==> src/rtl/core/dads_pkg.sv <==
// Shared types and constants for the differential arc drive speed core.
// No dependencies; every other file in rtl/core imports this package.
package dads_pkg;

    // Configuration register indexes.
    localparam logic [2:0] CFG_MAX_SPEED  = 3'd0;
    localparam logic [2:0] CFG_MIN_SPEED  = 3'd1;
    localparam logic [2:0] CFG_GAIN       = 3'd2;
    localparam logic [2:0] CFG_RATIO      = 3'd3;
    localparam logic [2:0] CFG_PATH_LEN   = 3'd4;
    localparam logic [2:0] CFG_OUTER_LEFT = 3'd5;

    // Ratio of one in Q1.16 marks a straight path.
    localparam logic signed [17:0] RATIO_ONE = 18'sd65536;

    // Quotient bits produced by the divider, one per stage.
    localparam int DIV_STEPS = 16;

    // Per-item flags that travel alongside the arithmetic.
    typedef struct packed {
        logic straight;      // ratio is exactly one
        logic finished;      // arc end reached or zero length
        logic done_straight; // left distance has reached the length
        logic e_full;        // outer distance is zero, fraction is one
    } side_t;

endpackage

==> src/rtl/core/dads_div.sv <==
// Pipelined restoring divider for the remaining path fraction, one bit a stage.
// Depends on dads_pkg.
module dads_div
(
    input  logic                          clk,
    input  logic                          rst_n,
    input  logic                          ce,
    input  logic [31:0]                   rem_in,
    input  logic [31:0]                   den_in,
    input  dads_pkg::side_t               side_in,
    output logic [dads_pkg::DIV_STEPS-1:0] quo,
    output dads_pkg::side_t               side_out
);
    import dads_pkg::*;

    logic [31:0]          rem_reg  [0:DIV_STEPS];
    logic [31:0]          den_reg  [0:DIV_STEPS];
    logic [DIV_STEPS-1:0] quo_reg  [0:DIV_STEPS];
    side_t                side_reg [0:DIV_STEPS];

    // Stage zero is the front register itself.
    always_comb
    begin
        rem_reg[0]  = rem_in;
        den_reg[0]  = den_in;
        quo_reg[0]  = '0;
        side_reg[0] = side_in;
    end

    // Each stage doubles the remainder and takes off the divisor where it fits.
    for (genvar k = 0; k < DIV_STEPS; k++)
    begin : g_step
        logic [32:0] trial;
        logic        fits;

        always_comb
        begin
            trial = {rem_reg[k], 1'b0};
            fits  = (trial >= {1'b0, den_reg[k]});
        end

        always_ff @(posedge clk or negedge rst_n)
        begin
            if (!rst_n)
            begin
                side_reg[k+1] <= '0;
            end
            else if (ce)
            begin
                side_reg[k+1] <= side_reg[k];
            end
        end

        always_ff @(posedge clk)
        begin
            if (ce)
            begin
                rem_reg[k+1] <= fits ? 32'(trial - {1'b0, den_reg[k]}) : trial[31:0];
                den_reg[k+1] <= den_reg[k];
                quo_reg[k+1] <= {quo_reg[k][DIV_STEPS-2:0], fits};
            end
        end
    end

    assign quo      = quo_reg[DIV_STEPS];
    assign side_out = side_reg[DIV_STEPS];

endmodule

==> config.mk <==
export PLATFORM = sky130hd
export DESIGN_NAME = dads_div
export DESIGN_NICKNAME = d
export VERILOG_FILES = /design/src/rtl/core/dads_pkg.sv /design/src/rtl/core/dads_div.sv
export SDC_FILE = /design/constraint.sdc
export NUM_CORES = 2
export LEC_CHECK = 0
export ABC_AREA = 1
export BUFFER_PORTS_ARGS = -buffer_cell sky130_fd_sc_hd__buf_2
export CAP_MARGIN = 20
export CELL_PAD_IN_SITES_DETAIL_PLACEMENT = 0
export CELL_PAD_IN_SITES_GLOBAL_PLACEMENT = 2
export CORE_MARGIN = 4
export CORE_UTILIZATION = 32
export DETAILED_ROUTE_END_ITERATION = 16
export PLACE_DENSITY_LB_ADDON = 0.12
export SYNTH_ARGS = -nofsm -noshare
export SYNTH_HDL_FRONTEND = slang
export SYNTH_SLANG_ARGS = --single-unit
==> constraint.sdc <==
create_clock -name clk -period 2.3 [get_ports clk]
set_input_delay 0.23 -clock clk [delete_from_list [all_inputs] [get_ports clk]]
set_output_delay 0.23 -clock clk [all_outputs]
set_load 0.01 [all_outputs]
## Word level (Yosys, flattened, before mapping)

Cells that the tools add are included.

| operators by class | value |
|---|---|
| add/sub/neg operators | 15 |
| $lt $le $gt $ge | 16 |
| multiplexer cells | 15 |

Operator list:

| cell | number |
|---|---|
| 33-bit by 32-bit greater-or-equal comparator with 1-bit output | 16 |
| 32-bit two-way mux | 15 |
| 32-bit subtractor | 15 |

| word-level totals | value |
|---|---|
| bits in registers | 1,160 |
| bits of input ports | 71 |
| output and inout bits | 20 |
| word-level logic and storage cells | 171 |

## Longest topological paths before layout

| logic depth | value |
|---|---|
| depth in word-level cells | 2 |
| gate-level depth with buffers | 17 |
| mapped depth without buffers | 15 |

## Least setup slack after synthesis

OpenSTA, ideal clock, no wires.

| path | value |
|---|---|
| path kind | register -> register |
| from | register rem_reg, in the netlist g_step[10].trial[3] |
| to | register rem_reg, in the netlist g_step[11].trial[31], data pin |
| library setup time | 0.253 ns |
| data arrival time | 1.730 ns |
| required time | 2.047 ns |
| slack | 0.317 ns |
| cell stages (with the launch flop) | 14 |
| buffers on the path | 1 |
| clock period less this slack | 1.983 ns |
| path through | edfxtp_1 -> ha_1 -> nand2_2 -> nor2_1 -> nand3_1 -> nand3_2 -> nand2_2 -> nand2_1 -> nand2_2 -> nand2_4 -> inv_4 -> buf_6 -> nand2_2 -> nand2_1 |

| on the way | value |
|---|---|
| longest elaborated chain between the ends | 2 |
| elaborated cells on any way between the ends | 3 |
| classes of those cells | add/sub: 1; order compare: 1; mux: 1 |

RTL lines:

| item | line | text |
|---|---|---|
| from (decl) | dads_div.sv:16 | `logic [31:0] rem_reg [0:DIV_STEPS];` |
| from (signal, indexed assignment) | dads_div.sv:58 | `rem_reg[k+1] <= fits ? 32'(trial - {1'b0, den_reg[k]}) : trial[31:0];` |
| 32-bit subtractor or 33-bit by 32-bit greater-or-equal comparator with 1-bit output (tied branches) | dads_div.sv:58, dads_div.sv:39 |  |
| 32-bit two-way mux * | dads_div.sv:58 |  |

Every way passes the cells marked *; elsewhere a longest branch is shown, timed or not.
A chain may end at the register's enable or synchronous reset.

## Worst setup path after layout

| path | value |
|---|---|
| from | register rem_reg, in the netlist g_step[5].trial[30] |
| to | register rem_reg, in the netlist g_step[6].trial[22], data pin |

| on the way | value |
|---|---|
| longest elaborated chain between the ends | 2 |

RTL lines:

| item | line | text |
|---|---|---|
| 33-bit by 32-bit greater-or-equal comparator with 1-bit output | dads_div.sv:39 | `fits = (trial >= {1'b0, den_reg[k]});` |
| 32-bit two-way mux | dads_div.sv:58 |  |

Every way passes these cells.

==> metrics.yaml <==
run_status: "finished with violations"
violations: "setup timing"
drt_first_pass_iters: 6
period_needed_ps: 2470
crit_path_start_kind: "flop"
hold_violations: 0
setup-violations-final: 218
coreArea_um2: 257000
fin_util: 0.484
synth_warnings: 0
crit_path_start: "g_step[5].trial[30]"
r2r_cells: 12
clock_latency_ps: 850
slew_headroom: 0.447
clockRootBuffer: "clkbuf_16"
ys_seq_elements: 1160
drv_cap: 0
vias_per_cell: 4.52
holdCritStartpoint: "side_in[3]"
synth_largest_area_cell: "edfxtp_1"
drt_iter0_drc: 5115
crit_path_max_fanout: 8
fin_crit_sh: 1.07
vdd_ir_drop_max_v: 0.000624
hpwl_mm: 246
clkSinkCount: 1160
synth_top_area_share: 0.398
synth_enable_flop_cells: 1096
die-area_um2: 267000
grt_pass1_wl_mm: 461
place.port_buffers: 90
cts_tree: "built"
antenna_found_initial: 7
vias: 79686
fp.dieW_um: 517
critPathCaptureType: "flop"
grt_pass1_vias: 76846
clk_pin_slew_ps: 60
hold_ws_ps: 135
synth_area_leaders: "edfxtp_1, nand2_1, inv_1"
p_leak_uw: 0.0631
grt_max_degree: 83
fillers: 25202
arrival_ps: 3130
setup_ws_ps: -170
syn_to_final_growth_pct: 50.3
syn_area_um2: 82800
die_h_um: 517
r2r_start: "g_step[5].trial[30]"
cts_buffers: 157
gp_congestion: 0.889
path_cells: "ha_4 > buf_6 > nand4_1 > nor3_2 > nand2_1 > nand2_2 > nor2_4 > buf_12 > buf_6 > nand2_8 > nand3_2 > nand2_2"
ys_seq_area_frac: 0.417
setup_tns_ps: -14210
cts_buffer_depth: 4
p_per_area_nw_per_um2: 1320
h-tree-depth: 4
fin_nets: 14722
tightestPinTransition_ps: 826
ant_nets: 0
crit_end: "g_step[6].trial[22]"
worstSetupPathType: "reg -> reg"
async_flop_share: 0.0552
drc: 0
r2r_end: "g_step[6].trial[22]"
required_ps: 2960
synth_cells: 11216
initial_utilization: 0.322
ios: 91
row_count: 186
r2r_slack_ps: -170
synthFlopType: "edfxtp_1"
synth_nets: 11813
yosys.cell_types.count: 38
grt_use_total: 0.224
hold_class: "in -> reg"
crit_slowest_cell: "edfxtp_1"
wl_per_cell_um: 17.8
drive_above_1_share: 0.350
cp_slowest_stage_delay_ps: 450
syn_area_per_cell_um2: 7.38
skew_ps: 104
slew_violations: 0
rsz0062_at_grt: "yes"
fmax_mhz: 405
grt_overflow: 0
routed_wl_mm: 313
power by group:
| group | switching (uW) | total, uW | internal (uW) |
|---|---|---|---|
| Combinational | 55400 | 104000 | 48500 |
| Sequential | 5330 | 36400 | 31100 |
| Clock | 9930 | 24300 | 14400 |
area by class of cell:
| cell class | count | area [um^2] | share of cell area |
|---|---|---|---|
| multi-input combinational | 7580 | 47800 | 0.384 |
| sequential | 1160 | 34500 | 0.277 |
| timing repair buffer | 2911 | 24100 | 0.194 |
| inverter | 2315 | 8750 | 0.0703 |
| tap | 3384 | 4230 | 0.0340 |
| clock buffer | 190 | 4170 | 0.0335 |
| clock inverter | 85 | 853 | 0.00686 |
| antenna | 1 | 2.50 | 0.0000201 |
worst max-delay path, delay by kind of cell, from the launching register on:
family | cells | cell delay, ps
adders and majority gates | 1 | 310
and+or+nand+nor | 8 | 1170
buffers and inverters | 3 | 390
DFF | 1 | 450
per-layer routing:
metal | up-vias | track usage | routed length [um]
met2 | 1377 | 0.365 | 143000
met1 | 37210 | 0.324 | 152000
met4 | 0 | 0.0441 | 6450
li1 | 40790 | - | -
met5 | - | 0 | 0
met3 | 309 | 0.0218 | 11700
cells by family after synthesis:
group / count (synthesis) / synth area share
fa+ha+maj: 526 / 0.0809
xor+xnor: 210 / 0.0222
simple gates: 6388 / 0.331
flops: 1160 / 0.417
compound gates: 451 / 0.0282
buf+inv: 2481 / 0.120
worst min path at each step:
stage               cells past startpoint  slack [ps]            to
CTS                                     4          70  side_reg[63]
global route                            4         120  side_reg[63]
global placement                        1         200  side_reg[62]
finish                                  4         130  side_reg[63]
floorplan                               0         -70   side_out[0]
detailed placement                      1         200  side_reg[62]
repair_timing:
action | 4_1_cts | 5_1_grt
hold buffers | 71 | 0
pin swaps | 166 | 431
gates cloned | 16 | 27
endpoints found under the hold margin | 184 | 0
resized for setup | 726 | 1472
endpoints found under the setup margin | 456 | 455
setup buffers | 210 | 245
per-stage QoR:
| stage | total power (uW) | setup slack (ps) | instance area [um^2] | cells |
|---|---|---|---|---|
| 2_1_floorplan | 77500 | 317 | 82800 | 11216 |
| 3_3_place_gp | 118000 | -350 | 104000 | 16798 |
| 3_5_place_dp | 118000 | -346 | 104000 | 16798 |
| 4_1_cts | 152000 | -149 | 116000 | 17363 |
| 5_1_grt | 177000 | -240 | 124000 | 17626 |
| 6_report | 165000 | -170 | 124000 | 17626 |
Yosys cell counts, types with 73 or more instances:
cell / instances
nand3_2: 107
nand3b_1: 153
xor2_1: 195
ha_1: 511
nand2_1: 4357
edfxtp_1: 1096
and2_1: 125
nand3_1: 715
nand2_2: 73
nor3_1: 116
inv_1: 2301
nor2_1: 599
a21oi_1: 365
layout by cell type (no fill, tap or decap), types with 182 or more instances in the layout:
cell       instances
buf_4           2521
edfxtp_1        1096
clkbuf_16        184
xor2_1           193
a21oi_1          303
ha_4             316
nand3_1          518
nand2_2          546
nand2_4          182
inv_1           2146
nor2_1           440
nand3_2          245
nand2_1         3710
Note: power is estimated with default switching activity, not from simulation.
