==> config.mk <==
export PLATFORM = sky130hd
export DESIGN_NAME = dads_front
export DESIGN_NICKNAME = d
export VERILOG_FILES = /design/src/rtl/core/dads_pkg.sv /design/src/rtl/core/dads_front.sv
export SDC_FILE = /design/constraint.sdc
export NUM_CORES = 1
export LEC_CHECK = 0
export BUFFER_PORTS_ARGS = -buffer_cell sky130_fd_sc_hd__buf_2
export CORE_MARGIN = 5
export CORE_UTILIZATION = 60
export CTS_BUF_LIST = sky130_fd_sc_hd__clkbuf_8
export DETAILED_ROUTE_END_ITERATION = 6
export PLACE_DENSITY = 0.89
export SLEW_MARGIN = 20
export SYNTH_ARGS = -nofsm -noshare
export SYNTH_HDL_FRONTEND = slang
export SYNTH_SLANG_ARGS = --single-unit
==> constraint.sdc <==
create_clock -name clk -period 1.9 [get_ports clk]
set_clock_uncertainty 0.2 [all_clocks]
set_input_delay 0.19 -clock clk [delete_from_list [all_inputs] [get_ports clk]]
set_output_delay 0.19 -clock clk [all_outputs]
set_load 0.005 [all_outputs]
==> src/rtl/core/dads_pkg.sv <==
// Shared types and constants for the differential arc drive speed core.
// No dependencies; every other file in rtl/core imports this package.
package dads_pkg;

    // Configuration register indexes.
    localparam logic [2:0] CFG_MAX_SPEED  = 3'd0;
    localparam logic [2:0] CFG_MIN_SPEED  = 3'd1;
    localparam logic [2:0] CFG_GAIN       = 3'd2;
    localparam logic [2:0] CFG_RATIO      = 3'd3;
    localparam logic [2:0] CFG_PATH_LEN   = 3'd4;
    localparam logic [2:0] CFG_OUTER_LEFT = 3'd5;

    // Ratio of one in Q1.16 marks a straight path.
    localparam logic signed [17:0] RATIO_ONE = 18'sd65536;

    // Quotient bits produced by the divider, one per stage.
    localparam int DIV_STEPS = 16;

    // Per-item flags that travel alongside the arithmetic.
    typedef struct packed {
        logic straight;      // ratio is exactly one
        logic finished;      // arc end reached or zero length
        logic done_straight; // left distance has reached the length
        logic e_full;        // outer distance is zero, fraction is one
    } side_t;

endpackage

==> src/rtl/core/dads_front.sv <==
// Input stage: magnitudes of length and wheel distances, and the path flags.
// Depends on dads_pkg.
module dads_front
(
    input  logic                 clk,
    input  logic                 rst_n,
    input  logic                 ce,
    input  logic signed [31:0]   left_distance,
    input  logic signed [31:0]   right_distance,
    input  logic signed [31:0]   path_length,
    input  logic signed [17:0]   inner_ratio,
    input  logic                 outer_is_left,
    output logic [31:0]          len_mag,
    output logic [31:0]          rem_init,
    output logic [31:0]          outer_mag,
    output logic [31:0]          inner_mag,
    output dads_pkg::side_t      side
);
    import dads_pkg::*;

    logic [31:0] len_abs;
    logic [31:0] left_abs;
    logic [31:0] right_abs;
    logic [31:0] outer_abs;
    logic [31:0] inner_abs;
    side_t       side_next;

    // Magnitudes in 32 unsigned bits hold the most negative value correctly.
    always_comb
    begin
        len_abs   = path_length[31] ? 32'(-path_length) : 32'(path_length);
        left_abs  = left_distance[31] ? 32'(-left_distance) : 32'(left_distance);
        right_abs = right_distance[31] ? 32'(-right_distance) : 32'(right_distance);
        outer_abs = outer_is_left ? left_abs : right_abs;
        inner_abs = outer_is_left ? right_abs : left_abs;
        side_next.straight      = (inner_ratio == RATIO_ONE);
        side_next.finished      = (outer_abs >= len_abs);
        side_next.done_straight = (left_distance >= path_length);
        side_next.e_full        = (outer_abs == 32'd0);
    end

    always_ff @(posedge clk or negedge rst_n)
    begin
        if (!rst_n)
        begin
            side <= '0;
        end
        else if (ce)
        begin
            side <= side_next;
        end
    end

    // Payload registers need no reset.
    always_ff @(posedge clk)
    begin
        if (ce)
        begin
            len_mag   <= len_abs;
            rem_init  <= len_abs - outer_abs;
            outer_mag <= outer_abs;
            inner_mag <= inner_abs;
        end
    end

endmodule

==> metrics.md, run 1 <==
| Metric | Value |
|---|---|
| Status | stopped before the end |
| Stopped at | clock tree synthesis |
| Tool Error | [ERROR DPL-0038] Utilization greater than 100%, impossible to legalize |
| Seq/Total Area, Yosys | 41.72% |
| Dominant cell type by area after synthesis | edfxtp_1 |
| Synth Instances | 940 |
| Fraction of synthesis flops using an asynchronous set or reset pin | 3.030% |
| Port bufs | 249 |
| Post-synth top area share | 40.66% |
| Synth warnings | 0 |
| Largest cells by area after synthesis | edfxtp_1, ha_1, xnor2_1, xor2_1, mux2i_1 |
| Netlist cell types | 69 |
| CTS hold repair buffers | 10 |
| Die X-Extent | 135.5 um |
| Post-CTS Setup Bufs | 63 |
| Die height | 135.5 um |
| Longest Clk Path Bufs | 2 |
| Top-count cell post-synth | edfxtp_1 |
| Syn nets | 1,120 |
| Placed inst area | 14,220 um2 |
| Seq cells post-synth | 132 |
| Post-CTS sizing | 261 |
| Main flop type after synthesis | edfxtp_1 |
| Mapped Area | 9454 um2 |
| Boundary Pins | 250 |
| # H-tree levels | 4 |
| CTS Buf Count | 17 |
| Post-synth top cells | edfxtp_1, inv_1, xnor2_1, ha_1, nand2_1 |
| Syn_area_per_cell | 10.06 um2 |
| Clk Tree Root Cell | clkbuf_8 |
| Total clock sinks | 132 |
| EDFF count, synth | 128 |
| Post-DP HPWL | 32,030 um |
| Initial core utilization | 61.73% |
| Final GP Congestion | 1.023 |
| Core Rows | 45 |
==> stage by stage <==
stage | worst slack [ns] | instances
3_3_place_gp | -2.762 | 1731
2_1_floorplan | -2.557 | 940
3_5_place_dp | -3.127 | 1731
==> cells by family after synthesis <==
logic type,Yosys count,synth area share (%)
simple gates,247,14.02
flops,132,41.72
fa+ha+maj,66,8.708
mux,38,4.063
compound gates,222,15.64
buf+inv,114,4.645
xor+xnor,121,11.21
==> inputs of run 2 (changes only) <==
--- a/config.mk
+++ b/config.mk
@@ -7,10 +7,9 @@
 export LEC_CHECK = 0
 export BUFFER_PORTS_ARGS = -buffer_cell sky130_fd_sc_hd__buf_2
 export CORE_MARGIN = 5
-export CORE_UTILIZATION = 60
-export CTS_BUF_LIST = sky130_fd_sc_hd__clkbuf_8
+export CORE_UTILIZATION = 40
 export DETAILED_ROUTE_END_ITERATION = 6
-export PLACE_DENSITY = 0.89
+export PLACE_DENSITY_LB_ADDON = 0.15
 export SLEW_MARGIN = 20
 export SYNTH_ARGS = -nofsm -noshare
 export SYNTH_HDL_FRONTEND = slang
==> metrics.md, run 2 <==
| Metric | Value |
|---|---|
| Main flop type after synthesis | edfxtp_1 |
| RSZ-0062 raised after global routing | true |
| Largest net degree at the start of global routing | 77 |
| Worst min path class | primary input to register |
| Synth warnings | 0 |
| Setup ws final | -2.378 ns |
| # H-tree levels | 4 |
| Post-DRT Antenna Nets | 0 |
| Clk Tree Root Cell | clkbuf_16 |
| Seq/Total Area, Yosys | 41.72% |
| Most numerous cell on the critical path | maj3_2 |
| Pwr dens | 737.9 nW/um2 |
| Buf/Inv on CP | 2 |
| Syn_area_per_cell | 10.06 um2 |
| Post-DP HPWL | 26,990 um |
| CP required | 1.88 ns |
| Clock transition at path regs | 0.07 ns |
| Slew headroom | 36.79% |
| First-pass GRT wire length | 54,940 um |
| Status | complete, but fails checks |
| CP arrival | 4.26 ns |
| Post-synth top cells | edfxtp_1, inv_1, xnor2_1, ha_1, nand2_1 |
| Cell Chain, Critical Path | buf_6, or4_4, or3_4, o41ai_4, xor2_1, nand2_1, o21ai_4, ha_4, nand3_4, nor2_4, nand2_2, o32a_1, maj3_2, maj3_2, o211ai_1, buf_4, maj3_2, a21o_1, a21oi_2, xnor2_1 |
| Boundary Pins | 250 |
| Area growth, synth to finish | 83.52% |
| Startpoint Class | primary input |
| CTS Buf Count | 17 |
| Syn nets | 1,120 |
| WS Path Type | primary input to register |
| Starting DRC count in detailed routing | 646 |
| Number of global-route vias before repair | 10,420 |
| Final Max Tran Viols | 0 |
| Pre-CTS WS | -2.934 ns |
| Crit-path max FO | 4 |
| Netlist cell types | 69 |
| Total power | 0.01280 W |
| Worst-Margin Slew | 0.9482 ns |
| Post-synth top area share | 40.66% |
| EDFF count, synth | 128 |
| Max incr delay on CP | 0.54 ns |
| Mapped Area | 9454 um2 |
| Most frequent cells in the layout | buf_4, buf_2, edfxtp_1, buf_6, inv_1 |
| Sw frac | 31.63% |
| Fin util | 74.14% |
| Largest cells by area after synthesis | edfxtp_1, ha_1, xnor2_1, xor2_1, mux2i_1 |
| Initial core utilization | 40.40% |
| DR WL/cell | 19.15 um |
| Period utilisation layout | 225.2% |
| Seq cells post-synth | 132 |
| Multi-input logic area | 6779 um2 |
| Remaining global-route overflow | 0 |
| Max-cap viol count | 0 |
| CTS tree | yes |
| Leakage | 7.803 nW |
| Core Rows | 56 |
| Final GP Congestion | 0.8913 |
| Die X-Extent | 163.7 um |
| Fraction of synthesis flops using an asynchronous set or reset pin | 3.030% |
| Detailed Route WL | 37,830 um |
| Setup Viol. Count Final | 84 |
| Die height | 163.7 um |
| Sequential share of power | 30.6% |
| Initial antenna violation count | 5 |
| Psw | 0.004049 W |
| Clock share of power | 28.5% |
| Die Footprint | 26,810 um2 |
| Longest Clk Path Bufs | 2 |
| Top-count cell post-synth | edfxtp_1 |
| Max frequency | 0.2337 GHz |
| Hold_ws | 0.02792 ns |
| Worst-Skew Late Latency | 0.42 ns |
| CORE AREA | 23,400 um2 |
| Fillers | 1,609 |
| CP delay by family, top | simple AND/OR/NAND/NOR gates |
| Vias per Instance | 5.231 |
| Dominant cell type by area after synthesis | edfxtp_1 |
| Port bufs | 249 |
| Comb pwr share | 40.9% |
| Failing checks | setup timing |
| Slowest cell on crit path | or4_4 |
| Number of remaining DRC errors | 0 |
| Overall Global Routing Usage | 26.65% |
| Layout cells sized above 1 | 59.44% |
| Pint | 0.008753 W |
| Total clock sinks | 132 |
| Reg area | 3944 um2 |
| Final hold vios | 0 |
| Synth Instances | 940 |
| Most common cell after layout, fill and taps aside | buf_4 |
| Maximum vdd ir drop | 547.1 uV |
| Final #Nets | 1,819 |
| Pre-Repair DR Iteration Count | 5 |
| Crit. End Element | register |
| Min Tclk post-route | 4.278 ns |
| Vias post-DR | 10,330 |
run 2: what timing repair did:
| item | in CTS | in global routing |
|---|---|---|
| pin swaps | 81 | 74 |
| endpoints found under the hold margin | 7 | 1 |
| buffers inserted | 50 | 39 |
| resized for setup | 167 | 163 |
| hold buffers | 14 | 2 |
| setup endpoints to repair | 92 | 96 |
run 2: area by class of cell:
class	instances	share of cell area, %
diodes	4	0.05769
clock buffers	18	2.473
clock inverters	14	1.154
inverters	82	2.221
multi-input cells	694	39.07
flip-flops and latches	132	22.73
well taps	319	2.300
repair buffers	712	29.99
run 2: power groups by stage:
| stage | combinational, W | sequential (W) | clock (W) |
|---|---|---|---|
| floorplan | 0.00193 | 0.00402 | 0 |
| global placement | 0.00420 | 0.00397 | 0 |
| detailed placement | 0.00426 | 0.00397 | 0 |
| CTS | 0.00479 | 0.00392 | 0.00367 |
| global route | 0.00560 | 0.00396 | 0.00381 |
| finish | 0.00524 | 0.00391 | 0.00365 |
run 2: worst paths after layout:
kind	from	endpoint	slack, ns	depth (start not counted)
setup / recovery	left_distance[6]	rem_init[20]	-2.38	20
hold / removal	right_distance[15]	inner_mag[15]	0.03	4
setup reg to reg	side[2]	side[2]	0.91	1
hold reg to reg	side[2]	side[2]	0.32	1
max in group asynchronous	rst_n	side[0]	0.75	3
min in group asynchronous	rst_n	side[3]	0.52	3
run 2: routing by layer:
layer	vias to the layer above	GRT usage [%]	wire length, um
met2	389	47.71	19160
li1	4901	-	-
met3	97	5.320	2549
met1	4938	31.16	14330
met5	-	0	42
met4	6	10.94	1747
run 2: cell families (layout without fill, tap and decap cells):
logic type / Yosys count / after routing / share of synthesized area [%]
AO/OA/AOI/OAI: 222 / 222 / 15.64
XOR/XNOR: 121 / 121 / 11.21
adder cells (fa/ha/maj): 66 / 66 / 8.708
buffers and inverters: 114 / 826 / 4.645
flip-flops: 132 / 132 / 41.72
multiplexers: 38 / 38 / 4.063
other: 0 / 4 / 0
AND/OR/NAND/NOR: 247 / 247 / 14.02
run 2: per-stage QoR:
| step | cell area (um2) | cells | setup TNS, ns |
|---|---|---|---|
| 2_1_floorplan | 10290 | 940 | -90.73 |
| 3_3_place_gp | 14490 | 1857 | -130.19 |
| 3_5_place_dp | 14490 | 1857 | -134.16 |
| 4_1_cts | 16370 | 1946 | -79.31 |
| 5_1_grt | 17350 | 1973 | -90.42 |
| 6_report | 17350 | 1975 | -85.72 |
(Power assumes the default switching activity.)
